===== config.mk =====
export PLATFORM = sky130hd
export DESIGN_NAME = scar_len_calc
export DESIGN_NICKNAME = d
export VERILOG_FILES = /design/src/scar_pkg.sv /design/src/scar_len_calc.sv
export SDC_FILE = /design/constraint.sdc
export NUM_CORES = 2
export LEC_CHECK = 0
export BUFFER_PORTS_ARGS = -buffer_cell sky130_fd_sc_hd__clkbuf_2
export CAP_MARGIN = 10
export CORE_AREA = 2 2 227 397
export DETAILED_ROUTE_END_ITERATION = 12
export DIE_AREA = 0 0 229 399
export SLEW_MARGIN = 15
export SYNTH_ARGS = -nofsm -noshare
export SYNTH_HDL_FRONTEND = slang
export SYNTH_SLANG_ARGS = --single-unit

===== constraint.sdc =====
create_clock -name clk -period 14.1 [get_ports clk]
set_input_delay 2.115 -clock clk [delete_from_list [all_inputs] [get_ports clk]]
set_output_delay 2.115 -clock clk [all_outputs]
set_load 0.005 [all_outputs]

===== src/scar_pkg.sv =====
`timescale 1ns / 1ps

package scar_pkg;

	// Register indexes on the configuration port.
	localparam logic [1:0] REG_RATE = 2'd0;
	localparam logic [1:0] REG_ROOM = 2'd1;
	localparam logic [1:0] REG_DAMP = 2'd2;
	localparam logic [1:0] REG_WET  = 2'd3;

	// Reset values and limits of the registers.
	localparam logic [16:0] RATE_RESET = 17'd48000;
	localparam logic [10:0] ROOM_RESET = 11'd410;
	localparam logic [15:0] DAMP_RESET = 16'd13107;
	localparam logic [16:0] WET_RESET  = 17'd16384;
	localparam logic [16:0] RATE_DEFAULT = 17'd48000;
	localparam logic [10:0] ROOM_MIN = 11'd51;
	localparam logic [10:0] ROOM_MAX = 11'd1024;
	localparam logic [15:0] DAMP_MAX = 16'd64880;
	localparam logic [16:0] WET_MAX  = 17'd65536;

	// Fixed-point constants: unity in Q1.16, comb feedback 0.8 in Q0.16, rounding half.
	localparam int Q16_ONE  = 65536;
	localparam int COMB_FB  = 52429;
	localparam int HALF_LSB = 32768;

	// Delay length scaling: round(base * rate * room / (48000 * 256)).
	// The divisor is 2^15 * 375: the dividend is shifted right by 15 bits and the
	// remaining division by 375 is a multiply by ceil(2^32 / 375) and a shift.
	localparam logic [39:0] LEN_HALF        = 40'd6144000;
	localparam int          LEN_PRE_SHIFT   = 15;
	localparam logic [23:0] LEN_RECIP       = 24'd11453247;
	localparam int          LEN_RECIP_SHIFT = 32;
	localparam int LEN_QW = 15;

	typedef enum logic [3:0] {
		L_CLEAR,
		L_IDLE,
		L_CRD,
		L_CMUL,
		L_CFIL,
		L_CWR,
		L_ARD,
		L_AWR,
		L_BL1,
		L_BL2,
		L_BL3,
		L_DONE
	} lane_state_t;

	typedef enum logic [2:0] {
		LC_IDLE,
		LC_PROD,
		LC_BASE,
		LC_DIV,
		LC_STORE
	} len_state_t;

	typedef struct packed {
		logic clear;
		logic start;
		logic take;
	} lane_ctl_t;

	typedef struct packed {
		logic idle;
		logic done;
	} lane_stat_t;

	function automatic logic [10:0] comb_base(input logic [2:0] i);
		logic [10:0] b;
		case (i)
			3'd0: b = 11'd1116;
			3'd1: b = 11'd1188;
			3'd2: b = 11'd1277;
			3'd3: b = 11'd1356;
			3'd4: b = 11'd1422;
			3'd5: b = 11'd1491;
			3'd6: b = 11'd1557;
			default: b = 11'd1617;
		endcase
		return b;
	endfunction

	function automatic logic [10:0] allpass_base(input logic [1:0] i);
		logic [10:0] b;
		case (i)
			2'd0: b = 11'd556;
			2'd1: b = 11'd441;
			2'd2: b = 11'd341;
			default: b = 11'd225;
		endcase
		return b;
	endfunction

	function automatic logic signed [31:0] sat32(input logic signed [63:0] v);
		logic signed [31:0] r;
		if (v > 64'sh7FFF_FFFF) begin
			r = 32'sh7FFF_FFFF;
		end else if (v < -64'sh8000_0000) begin
			r = 32'sh8000_0000;
		end else begin
			r = v[31:0];
		end
		return r;
	endfunction

endpackage


===== src/scar_len_calc.sv =====
`timescale 1ns / 1ps

// Works out every delay length from rate and room, one stage after another.
// The division by the fixed scale is a shift followed by a reciprocal multiply.
module scar_len_calc #(
	parameter int NUM_COMBS = 4,
	parameter int NUM_ALLPASS = 3,
	parameter int MAX_COMB_DELAY = 16384,
	parameter int MAX_ALLPASS_DELAY = 8192
) (
	input  logic        clk,
	input  logic        arst_n,
	input  logic        start,
	input  logic [16:0] rate_eff,
	input  logic [10:0] room_eff,
	output logic        done,
	output logic [NUM_COMBS-1:0][$clog2(MAX_COMB_DELAY+1)-1:0]     comb_len,
	output logic [NUM_ALLPASS-1:0][$clog2(MAX_ALLPASS_DELAY+1)-1:0] ap_len
);

	localparam int NST = NUM_COMBS + NUM_ALLPASS;
	localparam int IW  = $clog2(NST);
	localparam int CLW = $clog2(MAX_COMB_DELAY + 1);
	localparam int ALW = $clog2(MAX_ALLPASS_DELAY + 1);

	scar_pkg::len_state_t state_q, state_d;
	logic [IW-1:0]   idx_q;
	logic [27:0]     rr_q;
	logic [39:0]     rem_q;
	logic [scar_pkg::LEN_QW-1:0] quot_q;
	logic [10:0]     base;
	logic [22:0]     scaled;
	logic [46:0]     qprod;
	logic            last_stage;
	int              nlen;

	// Base length of the stage being worked on, and the reciprocal product.
	always_comb begin
		if (int'(idx_q) < NUM_COMBS) begin
			base = scar_pkg::comb_base(3'(idx_q));
		end else begin
			base = scar_pkg::allpass_base(2'(idx_q - IW'(NUM_COMBS)));
		end
		scaled = 23'(rem_q >> scar_pkg::LEN_PRE_SHIFT);
		qprod  = 47'(scaled) * 47'(scar_pkg::LEN_RECIP);
		last_stage = (int'(idx_q) == NST - 1);
		nlen = (quot_q < scar_pkg::LEN_QW'(2)) ? 2 : int'(quot_q);
	end

	// Next state.
	always_comb begin
		state_d = state_q;
		case (state_q)
			scar_pkg::LC_IDLE:  state_d = scar_pkg::LC_IDLE;
			scar_pkg::LC_PROD:  state_d = scar_pkg::LC_BASE;
			scar_pkg::LC_BASE:  state_d = scar_pkg::LC_DIV;
			scar_pkg::LC_DIV:   state_d = scar_pkg::LC_STORE;
			scar_pkg::LC_STORE: state_d = last_stage ? scar_pkg::LC_IDLE : scar_pkg::LC_BASE;
			default:            state_d = scar_pkg::LC_IDLE;
		endcase
		if (start) begin
			state_d = scar_pkg::LC_PROD;
		end
	end

	// Outputs.
	always_comb begin
		done = (state_q == scar_pkg::LC_IDLE);
	end

	always_ff @(posedge clk or negedge arst_n) begin
		if (!arst_n) begin
			state_q <= scar_pkg::LC_PROD;
			idx_q   <= '0;
		end else begin
			state_q <= state_d;
			if (start) begin
				idx_q <= '0;
			end else if (state_q == scar_pkg::LC_STORE) begin
				idx_q <= idx_q + IW'(1);
			end
		end
	end

	// Datapath: product, divide and clamp.
	always_ff @(posedge clk) begin
		case (state_q)
			scar_pkg::LC_PROD: begin
				rr_q <= 28'(rate_eff) * 28'(room_eff);
			end
			scar_pkg::LC_BASE: begin
				rem_q <= 40'(rr_q) * 40'(base) + scar_pkg::LEN_HALF;
			end
			scar_pkg::LC_DIV: begin
				quot_q <= scar_pkg::LEN_QW'(qprod >> scar_pkg::LEN_RECIP_SHIFT);
			end
			scar_pkg::LC_STORE: begin
				for (int i = 0; i < NUM_COMBS; i++) begin
					if (int'(idx_q) == i) begin
						comb_len[i] <= CLW'((nlen > MAX_COMB_DELAY) ? MAX_COMB_DELAY : nlen);
					end
				end
				for (int i = 0; i < NUM_ALLPASS; i++) begin
					if (int'(idx_q) == NUM_COMBS + i) begin
						ap_len[i] <= ALW'((nlen > MAX_ALLPASS_DELAY) ? MAX_ALLPASS_DELAY : nlen);
					end
				end
			end
			default: begin
			end
		endcase
	end

endmodule


# Word-level counts from Yosys, hierarchy flattened
# Cells that the tools add are included.
[totals] ff_bits=189 in_bits=31 word_cells=63
[op_classes] addsub=3 n_mul=3 order_cmp=4 eq_ne=18 n_mux=11 reduce_logical=12
[ops] cell="10-bit case mux with 7 select lines" n=1
[ops] cell="23-bit by 24-bit multiplier with 47-bit output, second input constant" n=1
[ops] cell="38-bit by 23-bit adder with 38-bit output, second input constant" n=1
[ops] cell="28-bit by 11-bit multiplier with 38-bit output" n=1
[ops] cell="15-bit two-way mux" n=2
[ops] cell="10-bit case mux with 3 select lines" n=1
[ops] cell="17-bit by 11-bit multiplier with 28-bit output" n=1
[ops] cell="3-bit equality test, second input constant" n=8
[ops] cell="3-bit by 2-bit equality test with 1-bit output, second input constant" n=6
[ops] cell="15-bit by 14-bit > comparator with 1-bit output, second input constant" n=1
[ops] cell="15-bit > comparator, second input constant" n=1
[ops] cell="15-bit by 2-bit less-than comparator with 1-bit output, second input constant" n=1
[ops] cell="14-bit two-way mux" n=1
[ops] cell="2-bit AND reduction" n=7
[ops] cell="3-bit case mux with 4 select lines" n=1
[ops] cell="11-bit two-way mux" n=1
[ops] cell="3-bit zero test" n=3
[ops] cell="3-bit two-way mux" n=3
[ops] cell="3-bit by 1-bit equality test with 1-bit output, second input constant" n=2
[ops] cell="3-bit by 1-bit adder with 3-bit output, second input constant" n=1
[ops] cell="3-bit less-than comparator, second input constant" n=1
[ops] cell="2-bit by 1-bit equality test with 1-bit output, second input constant" n=1
[ops] cell="2-bit equality test, second input constant" n=1
[ops] cell="2-bit zero test" n=1
[ops] cell="other kinds (3)" n=3

# Depth between registers and ports, before layout
[logic_depth] depth_word=6 mapped_depth=28 ltp_nobuf=26

# Least setup slack after synthesis
# Ideal clock, no wire load.
[synth_timing] path_kind="input port to flip-flop" start="input room_eff[3]" end="register rr_q[26] (data pin)" setup_time_ns=0.262 arrival_ns=7.296 required_ns=13.838 setup_slack_ns=6.542 stages=23 n_path_buf=2 path_cell_list="clkbuf_1 clkbuf_1 nand2_1 fa_1 inv_1 fa_1 inv_1 fa_1 inv_1 fa_1 inv_1 fa_1 inv_1 ha_1 and2_4 and4_1 a31oi_1 a21oi_1 nor4_2 nor3_1 a2111oi_4 a21oi_1 xor2_1"
[synth_via] elab_chain_cells=1
[synth_rtl] item="start, declared" line="scar_len_calc.sv:15" text="input logic [10:0] room_eff,"
[synth_rtl] item="17-bit by 11-bit multiplier with 28-bit output" line="scar_len_calc.sv:89" text="rr_q <= 28'(rate_eff) * 28'(room_eff);"
[synth_rtl] item="end signal, assigned" line="scar_len_calc.sv:89"
[synth_rtl] item="end, declared" line="scar_len_calc.sv:28" text="logic [27:0] rr_q;"
# No other way between the ends.
# A chain may end at the register's enable or synchronous reset.

# Final worst setup path
[layout_timing] start="register idx_q[1]" end="register rem_q[34] (data pin)"
[layout_via] elab_chain_cells=6 word_cells_on_any_way=17 cone_classes="2 x add/sub; 1 x mul; 1 x order compare; 8 x eq/ne; 3 x mux; 2 x reduce/logical"
[layout_rtl] item="start, declared" line="scar_len_calc.sv:27" text="logic [IW-1:0] idx_q;"
[layout_rtl] item="start signal, assigned" line="scar_len_calc.sv:80" text="idx_q <= idx_q + IW'(1);"
[layout_rtl] item="2-bit by 1-bit subtractor with 2-bit output" line="scar_len_calc.sv:42" text="base = scar_pkg::allpass_base(2'(idx_q - IW'(NUM_COMBS)));"
[layout_rtl] item="2-bit equality test, or another cell as far along" line="scar_pkg.sv:87" text="case (i)"
[layout_rtl] item="10-bit case mux with 3 select lines" line="scar_pkg.sv:87"
[layout_rtl] item="11-bit two-way mux *" line="scar_len_calc.sv:39" text="if (int'(idx_q) < NUM_COMBS) begin"
[layout_rtl] item="28-bit by 11-bit multiplier with 38-bit output *" line="scar_len_calc.sv:92" text="rem_q <= 40'(rr_q) * 40'(base) + scar_pkg::LEN_HALF;"
[layout_rtl] item="38-bit by 23-bit adder with 38-bit output *" line="scar_len_calc.sv:92"
[layout_rtl] item="end signal, assigned" line="scar_len_calc.sv:92"
[layout_rtl] item="end, declared" line="scar_len_calc.sv:29" text="logic [39:0] rem_q;"
# Every way passes the cells marked *; elsewhere a longest branch is shown, timed or not.

==> results.toml <==
[cts]
worst_skew_pair.late_latency_ns = 0.46
root_buffer = "sky130_fd_sc_hd__clkbuf_16"
htreeDepth = 4
clock_tree.buffer_depth = 2
cts_post_setup_buffers_inserted = 0
cts.reportedPaths.clkPinSlew_ns = 0.07
postcts_resize_cnt = 0
numClockSinks = 174
cts-buffers-inserted = 17
clock_tree_from_tritoncts = "done"
post_cts_hold_buffer_count = 0

[worst_setup_path]
critical_path_class = "register to register"
timing.critical_path.to_type = "register"
critical_path.startpoint_type = "register"
crit_top_cell = "sky130_fd_sc_hd__fa_1"
cpLargestDelayFamily = "adder cells"
critical_path_buf_inv_count = 5
crit_path_max_fanout = 28
worst_path_max_delay_cell = "sky130_fd_sc_hd__ha_1"
worstPathArrival_ns = 7.76
worst_path_largest_cell_delay_ns = 0.72
worst_ep_required_time_ns = 14.31
cp_cell_sequence = "inv_1 > ha_1 > nor3_1 > o21ai_2 > buf_4 > nand2_1 > fa_1 > fa_1 > inv_1 > fa_1 > fa_1 > inv_1 > fa_1 > inv_1 > ha_1 > and4_1 > o211ai_1 > a211oi_1 > o31a_1 > o21ai_1 > o21ai_1 > a21oi_1 > o21bai_1 > xor2_1"

[final_layout]
final_cell_count_no_fill = 4306
drive_above_1_share = 0.0656
post-route-util = 0.379
filler_cell_count = 8862
insertedDiodeCount = 0
syn_to_final_growth_pct = 8.45
design.final.nets = 4148

[drt]
viasPerCell = 4.68
remaining_drc_errors = 0
detailroute.via_count = 20200
drt_pass1_iterations = 5
final_antenna_net_count = 0
first_iter_violations = 751
routedWlPerCell_microns = 16.3
routed_wirelength_microns = 70300

[grt]
grt_antenna_before_repair = 0
global_route.usage.total = 0.161
grt_pass1_vias = 22300
grt_max_degree = 46
grt_pass1_wl_microns = 115000
global_route.overflow_total = 0

[sta]
tns_ns = 0
timing.final.max_slew_violations = 0
max-slew-margin-rel = 0.360
min_period_over_period = 0.535
max_clock_freq_ghz = 0.133
largest_clock_skew_in_the_final_design_ns = 0.0111
unrepaired_setup_endpoints_after_global_routing = "no"
worst_pin_slew_ns = 0.960
final-hold-violation-count = 0
finalSetupViolations = 0
setup_slack_ns = 6.55
fin_crit_ns = 7.55

[die]
dieArea_sq_mm = 0.0914
die_x_microns = 229
standard_cell_core_area_sq_mm = 0.0879
core.rowCount = 144
io_pins = 134
die_height_microns = 399
initial_utilization = 0.349

[synth]
ys_async_sr_fraction = 0.0345
synth.ff_latch_count = 174
synth.yosys.warnings = 0
avgSynthCellArea_sq_um = 10.1
seq_area_frac_synth = 0.169
synth_area_sq_mm = 0.0307
most_used_dff_post_synth = "sky130_fd_sc_hd__edfxtp_1"
synth_cell_type_count = 67
synth-edff-count = 168
syn-instance-count = 3028

[placement]
placed_instances = 4274
dp_hpwl_microns = 60400
detailedPlace.worstSlack_ns = 6.13
io_port_bufs = 133
gp_congestion = 0.908

[job]
drv_cap = 0

[worst_hold_path]
hold_path.class = "register to register"

[run_status]
status = "finished clean"
worst paths after layout:
| kind | from | to | slack, ns | depth (start not counted) |
|---|---|---|---|---|
| min in group asynchronous | arst_n | idx_q[2]$_DFFE_PN0P_ | 1.46 | 1 |
| min | quot_q[11]$_DFFE_PN_ | ap_len[25]$_DFFE_PP_ | 0.64 | 1 |
| max | idx_q[1]$_DFFE_PN0P_ | rem_q[34]$_DFFE_PP_ | 6.55 | 24 |
| max reg2reg | idx_q[1]$_DFFE_PN0P_ | rem_q[34]$_DFFE_PP_ | 6.55 | 24 |
| max in group asynchronous | arst_n | state_q[0]$_DFF_PN1_ | 12.41 | 1 |
| min reg2reg | quot_q[11]$_DFFE_PN_ | ap_len[25]$_DFFE_PP_ | 0.64 | 1 |
registers in the layout (all words and copies together), names as in the netlist:
register / flops
comb_len: 60
rr_q: 28
quot_q: 15
ap_len: 42
state_q: 3
idx_q: 3
rem_q: 23
cell type report:
cell class / count / area, sq um / area share
clock buffers: 17 / 425 / 0.0128
clock inverters: 15 / 151 / 0.00455
inverters: 778 / 2920 / 0.0877
multi-input cells: 2008 / 22400 / 0.672
flip-flops and latches: 174 / 5200 / 0.156
well taps: 1168 / 1460 / 0.0439
repair buffers: 146 / 763 / 0.0229
through the flow:
| step | hold slack, ns | instance area [sq um] |
|---|---|---|
| 6_report | 0.641 | 33300 |
| 5_1_grt | 0.666 | 33300 |
| 4_1_cts | 0.645 | 33300 |
| 3_5_place_dp | 0.623 | 32700 |
| 3_3_place_gp | 0.628 | 32700 |
| 2_1_floorplan | 0.577 | 30800 |
metal layers:
layer / wire, microns / global-route usage / up-vias
met1: 25500 / 0.164 / 10200
met3: 1750 / 0.0145 / 147
met4: 2690 / 0.0618 / 0
li1: - / - / 9427
met2: 40300 / 0.330 / 419
met5: 0 / 0 / -
kinds of logic after synthesis:
group | synth area share
compound gates | 0.0503
mux | 0.000693
xor+xnor | 0.0183
fa+ha+maj | 0.547
flops | 0.169
simple gates | 0.108
other cells | 0.000245
buf+inv | 0.107
synth_stat cells, types with 3 or more instances:
library cell | count | share of area
sky130_fd_sc_hd__a31oi_1 | 8 | 0.0016
sky130_fd_sc_hd__and4_1 | 4 | 0.0011
sky130_fd_sc_hd__a211oi_1 | 8 | 0.0020
sky130_fd_sc_hd__a211o_1 | 4 | 0.0011
sky130_fd_sc_hd__edfxtp_1 | 168 | 0.16
sky130_fd_sc_hd__nor4_1 | 4 | 0.00081
sky130_fd_sc_hd__o211ai_1 | 5 | 0.0012
sky130_fd_sc_hd__nand3_1 | 17 | 0.0028
sky130_fd_sc_hd__a21oi_1 | 79 | 0.013
sky130_fd_sc_hd__nor2_1 | 53 | 0.0065
sky130_fd_sc_hd__clkbuf_1 | 67 | 0.0082
sky130_fd_sc_hd__and3_1 | 30 | 0.0061
sky130_fd_sc_hd__ha_1 | 407 | 0.17
sky130_fd_sc_hd__o21ai_1 | 14 | 0.0023
sky130_fd_sc_hd__dfrtp_1 | 5 | 0.0041
sky130_fd_sc_hd__and2_1 | 150 | 0.031
sky130_fd_sc_hd__inv_1 | 778 | 0.095
sky130_fd_sc_hd__or3_1 | 5 | 0.0010
sky130_fd_sc_hd__xnor2_1 | 44 | 0.013
sky130_fd_sc_hd__xor2_1 | 20 | 0.0057
sky130_fd_sc_hd__o2111ai_1 | 3 | 0.00086
sky130_fd_sc_hd__nor3_1 | 17 | 0.0028
sky130_fd_sc_hd__nor3b_1 | 4 | 0.00098
sky130_fd_sc_hd__fa_1 | 585 | 0.38
sky130_fd_sc_hd__buf_1 | 27 | 0.0033
sky130_fd_sc_hd__o21bai_1 | 9 | 0.0022
sky130_fd_sc_hd__a21boi_1 | 3 | 0.00073
sky130_fd_sc_hd__or2_2 | 7 | 0.0014
sky130_fd_sc_hd__nand2b_1 | 5 | 0.0010
sky130_fd_sc_hd__a21o_1 | 47 | 0.011
sky130_fd_sc_hd__o31a_1 | 3 | 0.00086
sky130_fd_sc_hd__nor2b_1 | 23 | 0.0047
sky130_fd_sc_hd__o21a_1 | 6 | 0.0015
sky130_fd_sc_hd__nand4_1 | 15 | 0.0031
sky130_fd_sc_hd__o21ai_0 | 17 | 0.0028
sky130_fd_sc_hd__nand2_1 | 351 | 0.043
layout by cell type (no fill, tap or decap), types with 6 or more instances in the layout:
cell type / count
sky130_fd_sc_hd__a211oi_1: 8
sky130_fd_sc_hd__a21o_1: 47
sky130_fd_sc_hd__a21oi_1: 75
sky130_fd_sc_hd__a31oi_1: 8
sky130_fd_sc_hd__and2_1: 150
sky130_fd_sc_hd__and3_1: 30
sky130_fd_sc_hd__buf_4: 13
sky130_fd_sc_hd__clkbuf_16: 17
sky130_fd_sc_hd__clkbuf_2: 133
sky130_fd_sc_hd__conb_1: 28
sky130_fd_sc_hd__edfxtp_1: 168
sky130_fd_sc_hd__fa_1: 585
sky130_fd_sc_hd__ha_1: 407
sky130_fd_sc_hd__inv_1: 778
sky130_fd_sc_hd__nand2_1: 351
sky130_fd_sc_hd__nand3_1: 17
sky130_fd_sc_hd__nand4_1: 15
sky130_fd_sc_hd__nor2_1: 53
sky130_fd_sc_hd__nor2b_1: 23
sky130_fd_sc_hd__nor3_1: 17
sky130_fd_sc_hd__o21a_1: 6
sky130_fd_sc_hd__o21ai_0: 17
sky130_fd_sc_hd__o21ai_1: 13
sky130_fd_sc_hd__o21bai_1: 9
sky130_fd_sc_hd__or2_2: 7
sky130_fd_sc_hd__xnor2_1: 44
sky130_fd_sc_hd__xor2_1: 20
Power is not shown: default switching activity piles up to over one toggle a cycle in this logic, so the estimate is an artifact.
